### src/hdl/utf8sd_pkg.sv
// ----------------------------------------------------------------------------
// utf8sd_pkg
// Payload types, status codes and range constants of the UTF-8 decoder.
// ----------------------------------------------------------------------------
`default_nettype none

package utf8sd_pkg;

    typedef struct packed {
        logic [7:0] data_byte;
        logic [1:0] bytes_after;
    } utf8sd_in_t;

    typedef struct packed {
        logic [20:0] code_point;
        logic [1:0]  status;
        logic        last_of_run;
    } utf8sd_out_t;

    // Results produced by one byte, handed from the decoder to the result queue
    typedef struct packed {
        logic [1:0]  num;
        utf8sd_out_t first;
        utf8sd_out_t second;
    } utf8sd_emit_t;

    localparam logic [1:0] ST_OK      = 2'd0;
    localparam logic [1:0] ST_INVALID = 2'd1;
    localparam logic [1:0] ST_EOS     = 2'd2;

    localparam logic [20:0] CP_MIN_2B   = 21'h000080;
    localparam logic [20:0] CP_MIN_3B   = 21'h000800;
    localparam logic [20:0] CP_MIN_4B   = 21'h010000;
    localparam logic [20:0] CP_MAX      = 21'h10FFFF;
    localparam logic [20:0] SURR_LO     = 21'h00D800;
    localparam logic [20:0] SURR_HI     = 21'h00DFFF;
    localparam logic [8:0]  FOUR_B_HIGH = 9'h110;

    localparam int RQ_DEPTH = 4;
    localparam int RQ_AW    = 2;

endpackage

`default_nettype wire

### src/hdl/utf8sd_decode.sv
// ----------------------------------------------------------------------------
// utf8sd_decode
// Sequence state and per-byte decode: zero, one or two results per byte.
// ----------------------------------------------------------------------------
`default_nettype none

module utf8sd_decode
    import utf8sd_pkg::*;
(
    input  wire logic         clk,
    input  wire logic         rst_n,
    input  wire logic         fire,
    input  wire utf8sd_in_t   item,
    output utf8sd_emit_t      emit
);

    logic [1:0]  trails_reg,  trails_next;
    logic [1:0]  seqlen_reg,  seqlen_next;
    logic [20:0] acc_reg,     acc_next;
    logic        failed_reg,  failed_next;
    logic        skip_reg,    skip_next;

    logic [7:0]  b;
    logic [1:0]  after;
    logic        trail;
    logic        ascii;
    logic [1:0]  lead_len;
    logic        lead_emit;
    logic        lead_eos;
    logic        lead_start;
    logic [20:0] lead_acc;
    utf8sd_out_t lead_out;
    logic [20:0] acc_shift;
    logic        fail_now;
    logic        seq_ok;

    assign b     = item.data_byte;
    assign after = item.bytes_after;
    assign trail = (b[7:6] == 2'b10);
    assign ascii = ~b[7];

    // Lead byte classification
    always_comb
    begin
        priority if (b >= 8'hF5) lead_len = 2'd0;
        else if (b >= 8'hF0)     lead_len = 2'd3;
        else if (b >= 8'hE0)     lead_len = 2'd2;
        else if (b >= 8'hC0)     lead_len = 2'd1;
        else                     lead_len = 2'd0;
    end

    assign lead_eos   = ~ascii && (lead_len != 2'd0) && (after < lead_len);
    assign lead_start = ~ascii && (lead_len != 2'd0) && (after >= lead_len);
    assign lead_emit  = ~lead_start;

    always_comb
    begin
        unique case (lead_len)
            2'd3:    lead_acc = {18'd0, b[2:0]};
            2'd2:    lead_acc = {17'd0, b[3:0]};
            default: lead_acc = {16'd0, b[4:0]};
        endcase
    end

    always_comb
    begin
        lead_out.last_of_run = 1'b1;
        priority if (ascii)
        begin
            lead_out.code_point = {13'd0, b};
            lead_out.status     = ST_OK;
        end
        else if (lead_eos)
        begin
            lead_out.code_point = '0;
            lead_out.status     = ST_EOS;
        end
        else
        begin
            lead_out.code_point = '0;
            lead_out.status     = ST_INVALID;
        end
    end

    // Continuation byte accumulate and range checks
    assign acc_shift = {acc_reg[14:0], b[5:0]};
    assign fail_now  = failed_reg
                     | ((seqlen_reg == 2'd3) && (trails_reg == 2'd3)
                        && (acc_shift >= {12'd0, FOUR_B_HIGH}));

    always_comb
    begin
        unique case (seqlen_reg)
            2'd3:    seq_ok = (acc_shift >= CP_MIN_4B) && (acc_shift <= CP_MAX);
            2'd2:    seq_ok = (acc_shift >= CP_MIN_3B)
                              && ((acc_shift < SURR_LO) || (acc_shift > SURR_HI));
            default: seq_ok = (acc_shift >= CP_MIN_2B);
        endcase
        seq_ok = seq_ok && ~fail_now;
    end

    always_comb
    begin
        trails_next = trails_reg;
        seqlen_next = seqlen_reg;
        acc_next    = acc_reg;
        failed_next = failed_reg;
        skip_next   = skip_reg;
        emit.num    = 2'd0;
        emit.first  = lead_out;
        emit.second = lead_out;

        if (trails_reg != 2'd0)
        begin
            if (trail)
            begin
                trails_next = trails_reg - 2'd1;
                if (trails_reg == 2'd1)
                begin
                    emit.num = 2'd1;
                    emit.first.last_of_run = 1'b1;
                    if (seq_ok)
                    begin
                        emit.first.code_point = acc_shift;
                        emit.first.status     = ST_OK;
                    end
                    else
                    begin
                        emit.first.code_point = '0;
                        emit.first.status     = ST_INVALID;
                        skip_next             = (after != 2'd0);
                    end
                    seqlen_next = 2'd0;
                    acc_next    = '0;
                    failed_next = 1'b0;
                end
                else
                begin
                    acc_next    = acc_shift;
                    failed_next = fail_now;
                end
            end
            else
            begin
                // Broken sequence: report it, then decode this byte as a lead
                emit.first.code_point  = '0;
                emit.first.status      = ST_INVALID;
                emit.first.last_of_run = ~lead_emit;
                emit.num    = lead_emit ? 2'd2 : 2'd1;
                trails_next = 2'd0;
                seqlen_next = 2'd0;
                acc_next    = '0;
                failed_next = 1'b0;
                if (lead_start)
                begin
                    trails_next = lead_len;
                    seqlen_next = lead_len;
                    acc_next    = lead_acc;
                end
                if (lead_eos)
                    skip_next = (after != 2'd0);
            end
        end
        else if (skip_reg && trail)
        begin
            if (after == 2'd0)
                skip_next = 1'b0;
        end
        else
        begin
            skip_next = 1'b0;
            emit.num  = {1'b0, lead_emit};
            if (lead_start)
            begin
                trails_next = lead_len;
                seqlen_next = lead_len;
                acc_next    = lead_acc;
                failed_next = 1'b0;
            end
            if (lead_eos)
                skip_next = (after != 2'd0);
        end
    end

    always_ff @(posedge clk or negedge rst_n)
    begin
        if (!rst_n)
        begin
            trails_reg <= '0;
            seqlen_reg <= '0;
            acc_reg    <= '0;
            failed_reg <= 1'b0;
            skip_reg   <= 1'b0;
        end
        else if (fire)
        begin
            trails_reg <= trails_next;
            seqlen_reg <= seqlen_next;
            acc_reg    <= acc_next;
            failed_reg <= failed_next;
            skip_reg   <= skip_next;
        end
    end

endmodule

`default_nettype wire

### src/hdl/utf8sd_result_fifo.sv
// ----------------------------------------------------------------------------
// utf8sd_result_fifo
// Small result queue: up to two pushes per cycle, one transfer out per cycle.
// ----------------------------------------------------------------------------
`default_nettype none

module utf8sd_result_fifo
    import utf8sd_pkg::*;
(
    input  wire logic          clk,
    input  wire logic          rst_n,
    input  wire logic [1:0]    push_num,
    input  wire utf8sd_out_t   push_first,
    input  wire utf8sd_out_t   push_second,
    output logic               space_ok,
    output logic               cp_valid,
    input  wire logic          cp_ready,
    output utf8sd_out_t        cp_item
);

    utf8sd_out_t           mem_reg [RQ_DEPTH];
    logic [RQ_AW-1:0]      wr_ptr_reg, wr_ptr_next;
    logic [RQ_AW-1:0]      rd_ptr_reg, rd_ptr_next;
    logic [RQ_AW:0]        count_reg,  count_next;
    logic                  pop;

    assign cp_valid = (count_reg != '0);
    assign cp_item  = mem_reg[rd_ptr_reg];
    assign pop      = cp_valid & cp_ready;
    assign space_ok = (count_reg <= (RQ_AW+1)'(RQ_DEPTH - 2));

    assign wr_ptr_next = wr_ptr_reg + RQ_AW'(push_num);
    assign rd_ptr_next = rd_ptr_reg + RQ_AW'(pop);
    assign count_next  = count_reg + (RQ_AW+1)'(push_num) - (RQ_AW+1)'(pop);

    always_ff @(posedge clk)
    begin
        if (push_num != 2'd0)
            mem_reg[wr_ptr_reg] <= push_first;
        if (push_num == 2'd2)
            mem_reg[wr_ptr_reg + RQ_AW'(1)] <= push_second;
    end

    always_ff @(posedge clk or negedge rst_n)
    begin
        if (!rst_n)
        begin
            wr_ptr_reg <= '0;
            rd_ptr_reg <= '0;
            count_reg  <= '0;
        end
        else
        begin
            wr_ptr_reg <= wr_ptr_next;
            rd_ptr_reg <= rd_ptr_next;
            count_reg  <= count_next;
        end
    end

endmodule

`default_nettype wire

### src/hdl/utf8_strict_stream_decoder_unit.sv
// ----------------------------------------------------------------------------
// utf8_strict_stream_decoder_unit
// Strict UTF-8 byte stream to code point decoder, one byte per cycle unless cp stalls.
// ----------------------------------------------------------------------------
//
//  Channel | Signals                          | Carries
//  --------+----------------------------------+---------------------------------
//  byte    | byte_valid, byte_ready, byte_item| data_byte, bytes_after
//  cp      | cp_valid, cp_ready, cp_item      | code_point, status, last_of_run
//
//  Each byte is registered in the input register and decoded from there into
//  the result queue, which registers the result before it appears on cp.
//  Sustained rate is one byte per cycle while cp keeps up; a byte that yields
//  two results (broken sequence, then a new lead) takes an extra cp transfer.
//  Reset clears the sequence state, the input valid flag and queue pointers.
//  A stall on cp fills the queue; decode holds while fewer than two slots
//  are free, and byte_ready drops once the input register is also held.
// ----------------------------------------------------------------------------
`default_nettype none

module utf8_strict_stream_decoder_unit
    import utf8sd_pkg::*;
(
    input  wire logic         clk,
    input  wire logic         rst_n,
    input  wire logic         byte_valid,
    output logic              byte_ready,
    input  wire utf8sd_in_t   byte_item,
    output logic              cp_valid,
    input  wire logic         cp_ready,
    output utf8sd_out_t       cp_item
);

    utf8sd_in_t   item_reg;
    logic         item_valid_reg, item_valid_next;
    logic         space_ok;
    logic         fire;
    logic         take;
    logic [1:0]   push_num;
    utf8sd_emit_t emit;

    // Decode the held byte once the queue can absorb its worst case of two
    // results; the input register refills in the same cycle.
    assign fire       = item_valid_reg & space_ok;
    assign byte_ready = ~item_valid_reg | fire;
    assign take       = byte_valid & byte_ready;
    assign push_num   = fire ? emit.num : 2'd0;

    always_comb
    begin
        item_valid_next = item_valid_reg;
        if (take)
            item_valid_next = 1'b1;
        else if (fire)
            item_valid_next = 1'b0;
    end

    // Hold the byte payload; no reset needed
    always_ff @(posedge clk)
    begin
        if (take)
            item_reg <= byte_item;
    end

    always_ff @(posedge clk or negedge rst_n)
    begin
        if (!rst_n)
            item_valid_reg <= 1'b0;
        else
            item_valid_reg <= item_valid_next;
    end

    utf8sd_decode u_decode (
        .clk   (clk),
        .rst_n (rst_n),
        .fire  (fire),
        .item  (item_reg),
        .emit  (emit)
    );

    utf8sd_result_fifo u_result_fifo (
        .clk         (clk),
        .rst_n       (rst_n),
        .push_num    (push_num),
        .push_first  (emit.first),
        .push_second (emit.second),
        .space_ok    (space_ok),
        .cp_valid    (cp_valid),
        .cp_ready    (cp_ready),
        .cp_item     (cp_item)
    );

endmodule

`default_nettype wire

### config.mk
export PLATFORM = sky130hd
export DESIGN_NAME = utf8_strict_stream_decoder_unit
export DESIGN_NICKNAME = d
export VERILOG_FILES = /design/src/hdl/utf8sd_pkg.sv /design/src/hdl/utf8sd_decode.sv /design/src/hdl/utf8sd_result_fifo.sv /design/src/hdl/utf8_strict_stream_decoder_unit.sv
export SDC_FILE = /design/constraint.sdc
export NUM_CORES = 1
export LEC_CHECK = 0
export ABC_AREA = 1
export BUFFER_PORTS_ARGS = -buffer_cell sky130_fd_sc_hd__clkbuf_2
export CORE_MARGIN = 4
export CORE_UTILIZATION = 25
export DETAILED_ROUTE_END_ITERATION = 12
export RECOVER_POWER = 25
export REMOVE_ABC_BUFFERS = 1
export SLEW_MARGIN = 0
export SYNTH_ARGS = -nofsm -noshare
export SYNTH_HDL_FRONTEND = slang
export SYNTH_SLANG_ARGS = --single-unit
### constraint.sdc
create_clock -name clk -period 5.6 [get_ports clk]
set_clock_uncertainty 0.2 [all_clocks]
set_input_delay 0.28 -clock clk [delete_from_list [all_inputs] [get_ports clk]]
set_output_delay 0.28 -clock clk [all_outputs]
set_load 0.01 [all_outputs]
# ---- Yosys cells after proc, flatten, opt, wreduce, memory -nomap -nowiden
# Memory sizes are Yosys's and may differ from the RTL's.
# Index checks and enable logic that the tools add are counted.
dict set report classes {
  n_bitwise 8
  order_cmp 14
  addsub 6
  n_eq_ne 13
  reduce_logical 21
  n_mux 49
}
# op count
set op_table {}
lappend op_table {{$mux 15} 5}
lappend op_table {{$mux 23} 2}
lappend op_table {{$ge 8x8->1 const B} 4}
lappend op_table {{$mux 2} 15}
lappend op_table {{$mux 26} 1}
lappend op_table {{$mux 25} 1}
lappend op_table {{$mux 24} 1}
lappend op_table {{$ge 21x12->1 const B} 1}
lappend op_table {{$ge 21x17->1 const B} 1}
lappend op_table {{$ge 21x8->1 const B} 1}
lappend op_table {{$ge 21x9->1 const B} 1}
lappend op_table {{$gt 21x16->1 const B} 1}
lappend op_table {{$le 21x21->1 const B} 1}
lappend op_table {{$lt 21x16->1 const B} 1}
lappend op_table {{$mux 1} 21}
lappend op_table {{$eq 2x2->1 const B} 7}
lappend op_table {{$reduce_bool 2->1} 6}
lappend op_table {{$pmux 5 s2} 1}
lappend op_table {{$logic_and 1x1->1} 9}
lappend op_table {{$ne 3x3->1 const B} 2}
lappend op_table {{$mux 5} 1}
lappend op_table {{$reduce_and 5->1} 1}
lappend op_table {{$reduce_and 4->1} 1}
lappend op_table {{$add 3x2->3} 1}
lappend op_table {{other kinds (20)} 25}
dict set report word_totals {
  mem_count 1
  regBits 39
  inputBits 14
  wordCells 123
  ram_bits 96
  output_inout_bits 26
}
# memory words word_bits rd rd_clocked_by_memory_dff write_ports line
set memory_table {}
lappend memory_table {u_result_fifo.mem_reg 4 24 1 0 2 utf8sd_result_fifo.sv:21} ;# utf8sd_out_t mem_reg [RQ_DEPTH];

# ---- Depth between registers and ports, before layout
dict set report logic_depth {
  word_depth 17
  ltp_mapped 20
  depth_no_buf 19
}

# ---- By module
# From an unflattened synthesis, not the netlist that was laid out.
dict set report hier_totals {
  hier_cells 864
  hier_area_um2 7508.5
}
# mod seq_area_each_um2 area_each_um2 cells_each instances
set modules_own_cells {}
lappend modules_own_cells {utf8sd_result_fifo 3057.9 5159.9 549 1}
lappend modules_own_cells {utf8sd_decode 525.5 1978.1 293 1}
lappend modules_own_cells {utf8_strict_stream_decoder_unit 325.3 370.4 22 1}

# ---- Worst setup path before layout
# No wires, ideal clock.
dict set report synth_timing {
  path_kind {flip-flop to flip-flop}
  startpoint {register item_reg[5] (netlist name)}
  endpoint {register u_result_fifo.count_reg[2]}
  synth_period_minus_slack_ns 3.029
  setup_time_ns 0.129
  path_buffers 0
  arrival_ns 2.700
  required_ns 5.271
  slack_ns 2.571
  stages_incl_launch_ff 17
  path_cell_list {edfxtp_1 > inv_1 > nand3_1 > nand2_1 > nand2_1 > inv_1 > nand2_1 > ha_1 > nand2_1 > nand3_1 > nand3_2 > nand2_2 > nand3_4 > or2_2 > fa_1 > xnor2_1 > xor2_1}
}
dict set report synth_via {
  elab_chain_len 14
  elab_cells_between_ends 20
  cone_classes {add/sub (2); order compare (5); mux (9); bitwise (1); reduce/logical (3)}
}
# item line
set synth_rtl {}
lappend synth_rtl {{from (decl)} utf8_strict_stream_decoder_unit.sv:34} ;# utf8sd_in_t item_reg;
lappend synth_rtl {{from (signal assigned)} utf8_strict_stream_decoder_unit.sv:62} ;# item_reg <= byte_item;
lappend synth_rtl {{$ge 8x8->1} utf8sd_decode.sv:48} ;# else if (b >= 8'hC0) lead_len = 2'd1;
lappend synth_rtl {{$mux 1} utf8sd_decode.sv:48}
lappend synth_rtl {{$mux 2} utf8sd_decode.sv:47} ;# else if (b >= 8'hE0) lead_len = 2'd2;
lappend synth_rtl {{$mux 2} utf8sd_decode.sv:46} ;# else if (b >= 8'hF0) lead_len = 2'd3;
lappend synth_rtl {{$mux 2 (*)} utf8sd_decode.sv:45} ;# priority if (b >= 8'hF5) lead_len = 2'd0;
lappend synth_rtl {{parallel branches: the longest is 2 deep, another holds $ge 2x2->1} --}
lappend synth_rtl {{$logic_and 1x1->1 (*)} utf8sd_decode.sv:53} ;# assign lead_start = ~ascii && (lead_len != 2'd0) && (after >= lead_len);
lappend synth_rtl {{$mux 2 / $not 1->1 (equally long branches)} {utf8sd_decode.sv:149, utf8sd_decode.sv:54}}
lappend synth_rtl {{$mux 26 / $mux 1 (equally long branches)} {utf8sd_decode.sv:115, utf8sd_decode.sv:164}}
lappend synth_rtl {{$mux 2 (*)} utf8sd_decode.sv:113} ;# if (trails_reg != 2'd0)
lappend synth_rtl {{$mux 2 (*)} utf8_strict_stream_decoder_unit.sv:47} ;# assign push_num = fire ? emit.num : 2'd0;
lappend synth_rtl {{$add 3x2->3 (*)} utf8sd_result_fifo.sv:34} ;# assign count_next = count_reg + (RQ_AW+1)'(push_num) - (RQ_AW+1)'(pop);
lappend synth_rtl {{$sub 3x1->3 (*)} utf8sd_result_fifo.sv:34}
lappend synth_rtl {{net u_result_fifo.count_next[2]} utf8sd_result_fifo.sv:24} ;# logic [RQ_AW:0] count_reg, count_next;
lappend synth_rtl {{to (signal assigned)} utf8sd_result_fifo.sv:56} ;# count_reg <= count_next;
lappend synth_rtl {{to (decl)} utf8sd_result_fifo.sv:24}
# Mark *: on every way through the listed nets, which the timed path passes.
# A chain may end at the register's enable or synchronous reset.

==> flow_summary.ini <==
[run]
maxCapViolCount = 2

[grt]
grt_overflow = 0
grtUsageTotal_pct = 12.3
grt_max_degree = 63
grt_pass1_vias = 5530
antenna_found_initial = 0
grt_pass1_wl_mm = 30.2

[finish]
largest_reg_flops = 96
multi_input_area_um2 = 2930
layout_commonest_cell = nand2_1
fin_nets = 990
layout-drive-gt1-share_pct = 9.90
diodes = 0
nFillCells = 2936
layout_common_cells = nand2_1 (266), inv_1 (121), nand3_1 (93)
regArea_um2 = 3310
final_cells = 1352
syn_to_final_growth_pct = 17.5

[placed_design]
place_ws_ps = 1790
dp_hpwl_mm = 12.7
post-place-cells = 1308
place.gp.congestion = 0.881
port_buffers = 39

[synth]
avgSynthCellArea_um2 = 7.41
synth_top_cell_by_area = edfxtp_1
netlist_area_um2 = 6910
synthTopCellsByArea = edfxtp_1 (20%), dfxtp_1 (17%), nand2_1 (14%), dfrtp_1 (11%), nand3_1 (6.7%)
synthCells = 932
ys_warn_count = 0
yosysSeqAreaShare_pct = 47.9
ys_ff_latch = 135
synth_cell_types = 35
netlist.area_leader.share_pct = 20.0

[routing]
wire_per_inst_um = 13.7
wl_met1_mm = 8.88
ant_nets = 0
routed.top_layer = met4
drt_first_pass_iters = 5
num_vias = 5998
drcViolationCount = 0
wl_met2_mm = 8.36
viasPerCell = 4.44
drt_iter0_markers = 518
wl_met3_um = 997
drt-total-wl_mm = 18.5

[die]
fp.coreArea_um2 = 27100
start_util_pct = 25.5
fp.dieW_um = 174
die_h_um = 174
io_pins = 40
die_area_um2 = 30400
rows = 60

[pwr]
p_leak_nw = 4.01
p_total_mw = 4.55
powerDensity_nw_per_um2 = 561
vdd_ir_drop_max_v = 0.000226

[timing]
hold_ws_ps = 187
fin_ws_ps = 1650
rsz0062_at_grt = no
hold_violations = 0
post-route-period-util_pct = 70.6
slew_violations = 93
setup_violations = 0
worst_pin_slew_ps = 2560
fin_tns_setup_ps = 0
fmax_mhz = 253
slew_headroom_pct = -71.0
period_minus_slack_ps = 3950

[setup_path]
cpMostUsedCell = a21oi_1
cp-end-kind = output pin
critPathTopFamily = buffers and inverters
crit_path_top_delay_cell = clkbuf_1
path_cells = clkinv_1 > clkbuf_1 > o21ai_0 > a21oi_1 > a21oi_1 > clkbuf_2
crit_buf_inv = 3
cp.required_ps = 5120
crit_type = flop to output pin
crit_path_start_kind = flop
crit_fanout = 62
worstPathArrival_ps = 3470
rrSetupSlack_ps = 1730
critPathMaxStageDelay_ps = 1800

[clocking]
numClockSinks = 135
clock_latency_ps = 410
clock_tree.htree_level_count = 4
cts_max_path_buffers = 2
cts_tree = yes
clk_pin_slew_ps = 60
cts_setup_buffers = 0
clockRootBuffer = clkbuf_16
numCtsBuffers = 17

[worst_hold_path]
hold_class = input pin to flop

[run_status]
status = finished, violations left
failed_checks = max-capacitance violations, max-slew violations
-- worst paths after layout --
check | from | endpoint | cells after the start
max | u_result_fifo.rd_ptr_reg[0] | cp_item[13] | 6
min | cp_ready | u_result_fifo.rd_ptr_reg[0] | 3
max reg2reg | item_reg[9] | u_result_fifo.mem_reg[3][5] | 14
min reg2reg | u_result_fifo.mem_reg[1][0] | u_result_fifo.mem_reg[1][0] | 2
max in group asynchronous | rst_n | u_decode.acc_reg[6] | 2
min in group asynchronous | rst_n | u_decode.skip_reg | 2
-- cell usage after synthesis (all sizes together) --
library cell	number
nand2	277
inv	125
nand3	97
nor2	97
o21ai	68
dfxtp	60
a21oi	52
edfxtp	46
dfrtp	29
buf	21
clkbuf	20
o22ai	12
ha	8
nand4	4
xor2	4
a21boi	3
o31ai	3
xnor2	2
clkinv	1
fa	1
o21bai	1
or2	1
-- worst register-to-register path, stage by stage, from the launching register on --
cell	delay, ps
edfxtp_1	570
nand2_1	100
inv_1	110
nand2_1	60
inv_1	120
nand2_1	110
ha_1	310
nand2_1	90
nand3_1	140
nand3_2	160
nand2_2	160
nand3_4	170
nand2_4	140
nand2_1	520
nand2_1	570
-- timing repair --
item,in CTS,in global routing
endpoints found under the hold margin,40,0
gates resized for setup,0,0
endpoints found under the setup margin,0,0
hold buffers,12,0
-- area by class of cell --
class	instances	area share, %
inverter	126	5.83
tap	372	5.74
sequential	135	40.8
multi-input combinational	630	36.1
clock buffer	20	5.89
clock inverter	12	1.37
timing repair buffer	57	4.27
-- where the power goes --
| part | leakage, nW | internal (mW) | switching (mW) |
|---|---|---|---|
| registers | 1.30 | 1.33 | 0.163 |
| clock network | 0.297 | 0.666 | 0.442 |
| logic | 2.41 | 0.597 | 1.35 |
| total | 4.01 | 2.59 | 1.96 |
-- through the flow --
step / area [µm²] / utilization [%]
after floorplan: 6710 / -
after global placement: 7420 / 27.4
after detailed placement: 7420 / 27.4
after CTS: 8130 / 30.0
after global routing: 8110 / 29.9
final: 8110 / 29.9
-- logic make-up (layout without fill, tap and decap cells) --
kind of cell	Yosys count	after routing	synth area share [%]
fa+ha+maj	9	9	1.74
xor+xnor	6	6	0.761
buf+inv	167	215	9.67
compound gates	139	139	10.8
flops	135	135	47.9
simple gates	476	476	29.2
-- routing by layer --
| layer | up-vias | global-route usage [%] |
|---|---|---|
| met5 | - | 0 |
| met4 | 0 | 3.53 |
| met3 | 29 | 2.94 |
| met2 | 175 | 19.3 |
| met1 | 2746 | 16.8 |
| li1 | 3048 | - |
Power figures use the tool's default switching activity.
